`config.mk`:
```
export PLATFORM = sky130hd
export DESIGN_NAME = murmur_hash_64b_core
export DESIGN_NICKNAME = d
export VERILOG_FILES = /design/src/hdl/mmh64_pkg.sv /design/src/hdl/mmh64_dp.sv /design/src/hdl/mmh64_ctrl.sv /design/src/hdl/murmur_hash_64b_core.sv
export SDC_FILE = /design/constraint.sdc
export NUM_CORES = 1
export LEC_CHECK = 0
export BUFFER_PORTS_ARGS = -buffer_cell sky130_fd_sc_hd__buf_2
export CORE_ASPECT_RATIO = 1.75
export CORE_UTILIZATION = 49
export CTS_CLUSTER_DIAMETER = 30
export CTS_CLUSTER_SIZE = 30
export DETAILED_ROUTE_END_ITERATION = 8
export PLACE_DENSITY = 0.68
export SETUP_SLACK_MARGIN = 0.1
export SLEW_MARGIN = 20
export SYNTH_ARGS = -nofsm -noshare
export SYNTH_HDL_FRONTEND = slang
export SYNTH_HIERARCHICAL = 1
export SYNTH_SLANG_ARGS = --single-unit
```
`constraint.sdc`:
```
create_clock -name clock -period 24.5 [get_ports clock]
set_input_delay 0 -clock clock [delete_from_list [all_inputs] [get_ports clock]]
set_output_delay 0 -clock clock [all_outputs]
set_load 0.03 [all_outputs]
```
`src/hdl/mmh64_pkg.sv`:
```
// mmh64_pkg: shared types and constants for the 64-bit murmur hash core
// used by the controller, the datapath and the top level; no dependencies
package mmh64_pkg;

   localparam logic [31:0] MixMul   = 32'h5bd1_e995;
   localparam int          MixShift = 24;
   localparam int          AvShift1 = 18;
   localparam int          AvShift2 = 22;
   localparam int          AvShift3 = 17;
   localparam int          AvShift4 = 19;

   localparam int WordWidth  = 32;
   localparam int CountWidth = 3;
   localparam int DigWidth   = 64;
   localparam int LenWidth   = 16;
   localparam int ReqWidth   = 104;

   typedef enum logic [3:0] {
      ST_IDLE,
      ST_MIX,
      ST_LANE,
      ST_AV1,
      ST_AV2,
      ST_AV3,
      ST_AV4,
      ST_EMIT
   } state_type;

   typedef enum logic [3:0] {
      OP_NONE,
      OP_ACCEPT,
      OP_K2,
      OP_LANE,
      OP_TAIL,
      OP_AV1,
      OP_AV2,
      OP_AV3,
      OP_AV4,
      OP_EMIT
   } op_type;

   typedef struct packed {
      op_type op;
   } cmd_type;

   typedef struct packed {
      logic full_word;
      logic zero_word;
      logic final_word;
   } status_type;

endpackage

```
`src/hdl/mmh64_dp.sv`:
```
// mmh64_dp: hash datapath with the two lanes, the word key and one shared
// constant multiplier; driven by commands from mmh64_ctrl, uses mmh64_pkg
module mmh64_dp (
   input  logic                                clock,
   input  logic                                reset,
   input  mmh64_pkg::cmd_type                  cmd,
   output mmh64_pkg::status_type               status,
   input  logic [mmh64_pkg::WordWidth-1:0]     in_word,
   input  logic [mmh64_pkg::CountWidth-1:0]    in_count,
   input  logic                                in_last,
   input  logic [mmh64_pkg::DigWidth-1:0]      in_expected,
   input  logic                                csr_we,
   input  logic [mmh64_pkg::LenWidth-1:0]      csr_wdata,
   output logic [mmh64_pkg::DigWidth-1:0]      out_digest,
   output logic                                out_match
);
   import mmh64_pkg::*;

   logic [LenWidth-1:0]   len_ff;
   logic [WordWidth-1:0]  lane1_ff, lane1_in;
   logic [WordWidth-1:0]  lane2_ff, lane2_in;
   logic                  parity_ff, parity_in;
   logic [WordWidth-1:0]  key_ff, key_in;
   logic [WordWidth-1:0]  word_ff;
   logic [CountWidth-1:0] count_ff;
   logic                  last_ff;
   logic [DigWidth-1:0]   expect_ff;
   logic [DigWidth-1:0]   digest_ff, digest_in;
   logic                  match_ff, match_in;
   logic [WordWidth-1:0]  mul_a;
   logic [WordWidth-1:0]  mul_p;
   logic [WordWidth-1:0]  tail_mask;
   logic [DigWidth-1:0]   digest_now;

   always_comb begin
      unique case (count_ff)
         3'd1:    tail_mask = 32'h0000_00ff;
         3'd2:    tail_mask = 32'h0000_ffff;
         3'd3:    tail_mask = 32'h00ff_ffff;
         default: tail_mask = '0;
      endcase
   end

   assign status.full_word  = count_ff[2];
   assign status.zero_word  = (count_ff == '0);
   assign status.final_word = last_ff | ~count_ff[2];

   // one multiplier shared by every multiply step, low half of the product only
   always_comb begin
      unique case (cmd.op)
         OP_ACCEPT: mul_a = in_word;
         OP_K2:     mul_a = key_ff ^ (key_ff >> MixShift);
         OP_LANE:   mul_a = parity_ff ? lane2_ff : lane1_ff;
         OP_TAIL:   mul_a = lane2_ff ^ (word_ff & tail_mask);
         OP_AV1:    mul_a = lane1_ff ^ (lane2_ff >> AvShift1);
         OP_AV2:    mul_a = lane2_ff ^ (lane1_ff >> AvShift2);
         OP_AV3:    mul_a = lane1_ff ^ (lane2_ff >> AvShift3);
         OP_AV4:    mul_a = lane2_ff ^ (lane1_ff >> AvShift4);
         default:   mul_a = '0;
      endcase
   end

   assign mul_p      = mul_a * MixMul;
   assign digest_now = {lane2_ff, lane1_ff};

   always_comb begin
      lane1_in  = lane1_ff;
      lane2_in  = lane2_ff;
      parity_in = parity_ff;
      key_in    = key_ff;
      digest_in = digest_ff;
      match_in  = match_ff;
      unique case (cmd.op)
         OP_ACCEPT: key_in = mul_p;
         OP_K2:     key_in = mul_p;
         OP_LANE: begin
            if (parity_ff) begin
               lane2_in = mul_p ^ key_ff;
            end else begin
               lane1_in = mul_p ^ key_ff;
            end
            parity_in = ~parity_ff;
         end
         OP_TAIL:   lane2_in = mul_p;
         OP_AV1:    lane1_in = mul_p;
         OP_AV2:    lane2_in = mul_p;
         OP_AV3:    lane1_in = mul_p;
         OP_AV4:    lane2_in = mul_p;
         OP_EMIT: begin
            digest_in = digest_now;
            match_in  = (digest_now == expect_ff);
            lane1_in  = WordWidth'(len_ff);
            lane2_in  = '0;
            parity_in = 1'b0;
         end
         default: begin
         end
      endcase
      // a length write restarts the message
      if (csr_we) begin
         lane1_in  = WordWidth'(csr_wdata);
         lane2_in  = '0;
         parity_in = 1'b0;
      end
   end

   always_ff @(posedge clock) begin
      if (reset) begin
         len_ff    <= '0;
         lane1_ff  <= '0;
         lane2_ff  <= '0;
         parity_ff <= 1'b0;
      end else begin
         if (csr_we) begin
            len_ff <= csr_wdata;
         end
         lane1_ff  <= lane1_in;
         lane2_ff  <= lane2_in;
         parity_ff <= parity_in;
      end
   end

   always_ff @(posedge clock) begin
      key_ff    <= key_in;
      digest_ff <= digest_in;
      match_ff  <= match_in;
      if (cmd.op == OP_ACCEPT) begin
         word_ff   <= in_word;
         count_ff  <= in_count;
         last_ff   <= in_last;
         expect_ff <= in_expected;
      end
   end

   assign out_digest = digest_ff;
   assign out_match  = match_ff;

`ifndef SYNTH
   a_lane_flips_parity: assert property (@(posedge clock) disable iff (reset)
      (cmd.op == OP_LANE && !csr_we) |=> (parity_ff != $past(parity_ff)))
      else $error("parity did not alternate after a lane update");

   a_csr_restarts: assert property (@(posedge clock) disable iff (reset)
      csr_we |=> (lane2_ff == '0 && !parity_ff && lane1_ff == WordWidth'(len_ff)))
      else $error("length write did not restart the lanes");

   a_emit_restarts: assert property (@(posedge clock) disable iff (reset)
      (cmd.op == OP_EMIT && !csr_we) |=> (lane2_ff == '0 && !parity_ff))
      else $error("lanes not reloaded after digest");
`endif

endmodule

```
`src/hdl/mmh64_ctrl.sv`:
```
// mmh64_ctrl: sequencer for the murmur hash core, one word at a time
// issues datapath commands and owns both handshakes; uses mmh64_pkg
module mmh64_ctrl (
   input  logic                    clock,
   input  logic                    reset,
   input  logic                    req_tvalid,
   output logic                    req_tready,
   output logic                    rsp_tvalid,
   input  logic                    rsp_tready,
   input  mmh64_pkg::status_type   status,
   output mmh64_pkg::cmd_type      cmd
);
   import mmh64_pkg::*;

   state_type state_ff, state_in;
   logic      valid_ff, valid_in;
   logic      slot_free;

   assign slot_free  = ~valid_ff | rsp_tready;
   assign req_tready = (state_ff == ST_IDLE);
   assign rsp_tvalid = valid_ff;

   always_ff @(posedge clock) begin
      if (reset) begin
         state_ff <= ST_IDLE;
         valid_ff <= 1'b0;
      end else begin
         state_ff <= state_in;
         valid_ff <= valid_in;
      end
   end

   always_comb begin
      state_in = state_ff;
      cmd.op   = OP_NONE;
      valid_in = valid_ff & ~rsp_tready;
      unique case (state_ff)
         ST_IDLE: begin
            if (req_tvalid) begin
               cmd.op   = OP_ACCEPT;
               state_in = ST_MIX;
            end
         end
         ST_MIX: begin
            if (status.full_word) begin
               cmd.op   = OP_K2;
               state_in = ST_LANE;
            end else if (status.zero_word) begin
               state_in = ST_AV1;
            end else begin
               cmd.op   = OP_TAIL;
               state_in = ST_AV1;
            end
         end
         ST_LANE: begin
            cmd.op   = OP_LANE;
            state_in = status.final_word ? ST_AV1 : ST_IDLE;
         end
         ST_AV1: begin
            cmd.op   = OP_AV1;
            state_in = ST_AV2;
         end
         ST_AV2: begin
            cmd.op   = OP_AV2;
            state_in = ST_AV3;
         end
         ST_AV3: begin
            cmd.op   = OP_AV3;
            state_in = ST_AV4;
         end
         ST_AV4: begin
            cmd.op   = OP_AV4;
            state_in = ST_EMIT;
         end
         ST_EMIT: begin
            // wait here while the previous digest is still held
            if (slot_free) begin
               cmd.op   = OP_EMIT;
               valid_in = 1'b1;
               state_in = ST_IDLE;
            end
         end
         default: state_in = ST_IDLE;
      endcase
   end

`ifndef SYNTH
   a_emit_waits: assert property (@(posedge clock) disable iff (reset)
      (state_ff == ST_EMIT && valid_ff && !rsp_tready) |=> (state_ff == ST_EMIT))
      else $error("digest emitted over an untaken beat");

   a_rsp_from_emit: assert property (@(posedge clock) disable iff (reset)
      $rose(valid_ff) |-> ($past(state_ff) == ST_EMIT))
      else $error("result raised outside the emit step");

   a_accept_starts: assert property (@(posedge clock) disable iff (reset)
      (req_tvalid && req_tready) |=> (state_ff == ST_MIX))
      else $error("accepted word did not start mixing");
`endif

endmodule

```
`src/hdl/murmur_hash_64b_core.sv`:
```
// murmur_hash_64b_core: 64-bit murmur hash (seed zero) over one message per run
// instantiates mmh64_ctrl and mmh64_dp; uses mmh64_pkg
//
//   channel | dir | payload                                         | handshake
//   req_    | in  | data_word, byte_count, expected_digest; tlast   | tvalid/tready
//   rsp_    | out | digest; tuser = match                           | tvalid/tready
//   csr_    | in  | message_length                                  | write enable
//
// a full word passes through accept, key mix and lane update, a partial
// final word through accept and tail, and an empty one through accept
// alone, all through one shared 32-bit constant multiplier; any final word
// then adds the four avalanche steps and the digest write-out.
// synchronous active-high reset clears the length register and the lanes.
// a finished digest waits in the output register; the core accepts the next
// word while it waits and only holds before writing another digest.
module murmur_hash_64b_core (
   input  logic                              clock,
   input  logic                              reset,
   // data_word[31:0], byte_count[34:32], expected_digest[98:35], zero fill
   input  logic [mmh64_pkg::ReqWidth-1:0]    req_tdata,
   input  logic                              req_tlast,
   input  logic                              req_tvalid,
   output logic                              req_tready,
   // digest[63:0]
   output logic [mmh64_pkg::DigWidth-1:0]    rsp_tdata,
   // match[0]
   output logic                              rsp_tuser,
   output logic                              rsp_tvalid,
   input  logic                              rsp_tready,
   input  logic                              csr_we,
   input  logic [mmh64_pkg::LenWidth-1:0]    csr_wdata
);
   import mmh64_pkg::*;

   cmd_type    cmd;
   status_type status;

   mmh64_ctrl u_ctrl (
      .clock      (clock),
      .reset      (reset),
      .req_tvalid (req_tvalid),
      .req_tready (req_tready),
      .rsp_tvalid (rsp_tvalid),
      .rsp_tready (rsp_tready),
      .status     (status),
      .cmd        (cmd)
   );

   mmh64_dp u_dp (
      .clock       (clock),
      .reset       (reset),
      .cmd         (cmd),
      .status      (status),
      .in_word     (req_tdata[WordWidth-1:0]),
      .in_count    (req_tdata[WordWidth+CountWidth-1:WordWidth]),
      .in_last     (req_tlast),
      .in_expected (req_tdata[WordWidth+CountWidth+DigWidth-1:WordWidth+CountWidth]),
      .csr_we      (csr_we),
      .csr_wdata   (csr_wdata),
      .out_digest  (rsp_tdata),
      .out_match   (rsp_tuser)
   );

endmodule
```
==> out/metrics.cfg <==
[sta]
final.period_utilization_pct = 44.4
rsz0062_at_grt = false
finalSetupTns_ns = 0
skew_ns = 0.0116
max_freq_mhz = 91.9
fin_hold_ws_ns = 0.0497
period_minus_slack_ns = 10.88
maxSlewHeadroom_pct = 25.5
setup_viol = 0
tightest_slew_ns = 1.11
finalHoldViolations = 0
slew_viol_final = 0

[global_routing]
grt_use_total_pct = 32.8
grt_max_degree = 56
grt_pass1_wl_mm = 109
grt_pass1_vias = 18632
antenna_found_initial = 0
grt-ovfl-total = 0

[clock_tree]
clk_pin_slew_ns = 0.07
cts_tree = done
root_buffer = clkbuf_16
cts_num_sinks = 274
cts_resized = 0
post_cts_buffers = 0
htreeDepth = 1
ctsLongestPathBuffers = 3
cts_buffers = 30
postCtsHoldBufs = 112
clk_latency_ns = 0.57

[setup_path]
slowest_delay_ns = 0.85
end_kind = flip-flop
crit_fanout = 15
critPathLaunchType = flip-flop
slowest_stage = o21ai_1
r2r-start = u_ctrl/state_ff[1]
critPathArrivalTime_ns = 11.38
critPathRequiredTime_ns = 25.00
crit_start = u_ctrl/state_ff[1]
cpMostUsedCell = fa_1
path_class = flip-flop to flip-flop

[detailed_routing]
wl_per_cell_um = 24.4
drc_errors = 4
antenna_left = 0
routed_wl_mm = 73.7
via_per_inst = 5.91
num_vias = 17808
drt_iter0_markers = 1763
drtPass1Iterations = 9

[finish]
diodes = 0
syn2layout_area_growth_pct = 17.3
nets = 2942
drive_gt1_share_pct = 12.8
fin_util_pct = 58.0

[placed_design]
port_buffers = 187
post-dp-hpwl_mm = 56.6
routabilityCongestion = 0.988

[status]
violations = DRC
status = finished, violations left

[synthesis]
yosys_warnings = 6
ys_ff_latch = 274
synthArstFlopShare_pct = 0
synth_cell_type_count = 86
synth-edff-count = 189
synthesis.nets = 2657
synth_area_um2 = 21800
synthCells = 2134
avgSynthCellArea_um2 = 10.2
synth_ff_type = edfxtp_1
ys_seq_area_share_pct = 33.8

[worst_hold_path]
hold_start = req_tvalid
min_path_type = input pin to flip-flop

[floorplan]
dieArea_um2 = 45400
num_io_pins = 193
start_util_pct = 49.5
rows = 102
die_w_um = 162
coreArea_um2 = 44200
die_h_um = 281

[run]
cap_viol_max_count = 0

[layout make-up]
cell class                      instances  area (µm²)
Fill cell                            3723       18500
Multi-Input combinational cell       1387       12700
Sequential cell                       274        7380
Timing Repair Buffer                  337        2340
Inverter                              389        1460
Clock buffer                           31         776
Tap cell                              572         716
Clock inverter                         25         279
[worst paths after layout]
path                              to  cells after the start  slack (ns)
setup / recovery   u_dp/lane1_ff[29]                     32       13.62
hold / removal    u_ctrl/state_ff[0]                      5        0.05
setup reg to reg   u_dp/lane1_ff[29]                     32       13.62
hold reg to reg       u_dp/len_ff[0]                      2        0.48
[cells in the final DEF, fill, tap and decap left out, types with 31 or more instances in the layout]
cell type,synthesis,layout
dfxtp_1,85,85
buf_2,7,187
inv_1,387,387
a21oi_1,111,111
buf_4,3,38
dlygate4sd3_1,0,112
fa_1,181,181
xnor2_1,59,59
nor2_1,96,95
ha_1,216,216
o21ai_0,106,106
xor2_1,89,89
edfxtp_1,189,189
clkbuf_16,0,31
nand2_1,115,115
[logic make-up (layout without fill, tap and decap cells)]
family                     after synthesis  count (layout)  share of synthesized area, %
AOI/OAI and AO/OA                      443             443                          13.5
xor gates and xnor gates               149             149                          6.01
adders and majority gates              397             397                          29.0
buffers and inverters                  473             782                          8.36
DFF                                    274             274                          33.8
muxes                                   20              20                         0.928
and+or+nand+nor                        378             378                          8.44
[metrics by stage]
step | setup slack (ns) | std cells | cell area [µm²]
after floorplan | 13.56 | 2134 | 21800
after global placement | 13.60 | 2847 | 23400
after detailed placement | 13.38 | 2847 | 23400
after CTS | 13.33 | 3015 | 25600
after global routing | 13.25 | 3015 | 25600
final | 13.62 | 3015 | 25600
[worst max-delay path: cells and delay by family (launching register included)]
kind | cells | cell delay (ns)
compound gates | 9 | 2.58
simple gates | 7 | 2.20
xor+xnor | 2 | 0.72
fa+ha+maj | 9 | 3.99
flops | 1 | 0.60
buf+inv | 5 | 0.65
[state kept, by name (all words and copies together), names as in the netlist]
name	cells
u_dp/parity_ff	1
u_ctrl/rsp_tvalid	1
u_dp/out_match	1
u_dp/lane2_ff	32
u_dp/last_ff	1
u_dp/expect_ff	64
u_dp/out_digest	64
u_dp/len_ff	16
u_dp/word_ff	24
u_dp/count_ff	3
u_dp/key_ff	32
u_ctrl/state_ff	3
u_dp/lane1_ff	32
[cells in the mapped netlist (20+ instances only)]
| cell | count | share of area, % |
|---|---|---|
| inv_1 | 387 | 6.7 |
| xnor2_1 | 59 | 2.4 |
| a22oi_1 | 27 | 0.93 |
| fa_1 | 181 | 17 |
| nand2_1 | 115 | 2.0 |
| a21oi_1 | 111 | 2.5 |
| ha_1 | 216 | 12 |
| o21ai_0 | 106 | 2.4 |
| dfxtp_1 | 85 | 7.8 |
| nor4_1 | 20 | 0.57 |
| nand3_1 | 27 | 0.62 |
| xor2_1 | 89 | 3.6 |
| clkbuf_1 | 64 | 1.1 |
| nor2_1 | 96 | 1.7 |
| nand2b_1 | 30 | 0.86 |
| edfxtp_1 | 189 | 26 |
| a222oi_1 | 22 | 1.0 |
[metal layers]
layer	vias up	GRT usage [%]	wire length, µm
met4	0	28.6	7570
met3	308	3.59	4710
met2	915	59.6	37900
met5	-	0	0
met1	8706	32.9	23500
li1	7879	-	-
Power is not shown: default switching activity piles up to over one toggle a cycle in this logic, so the estimate is an artifact.
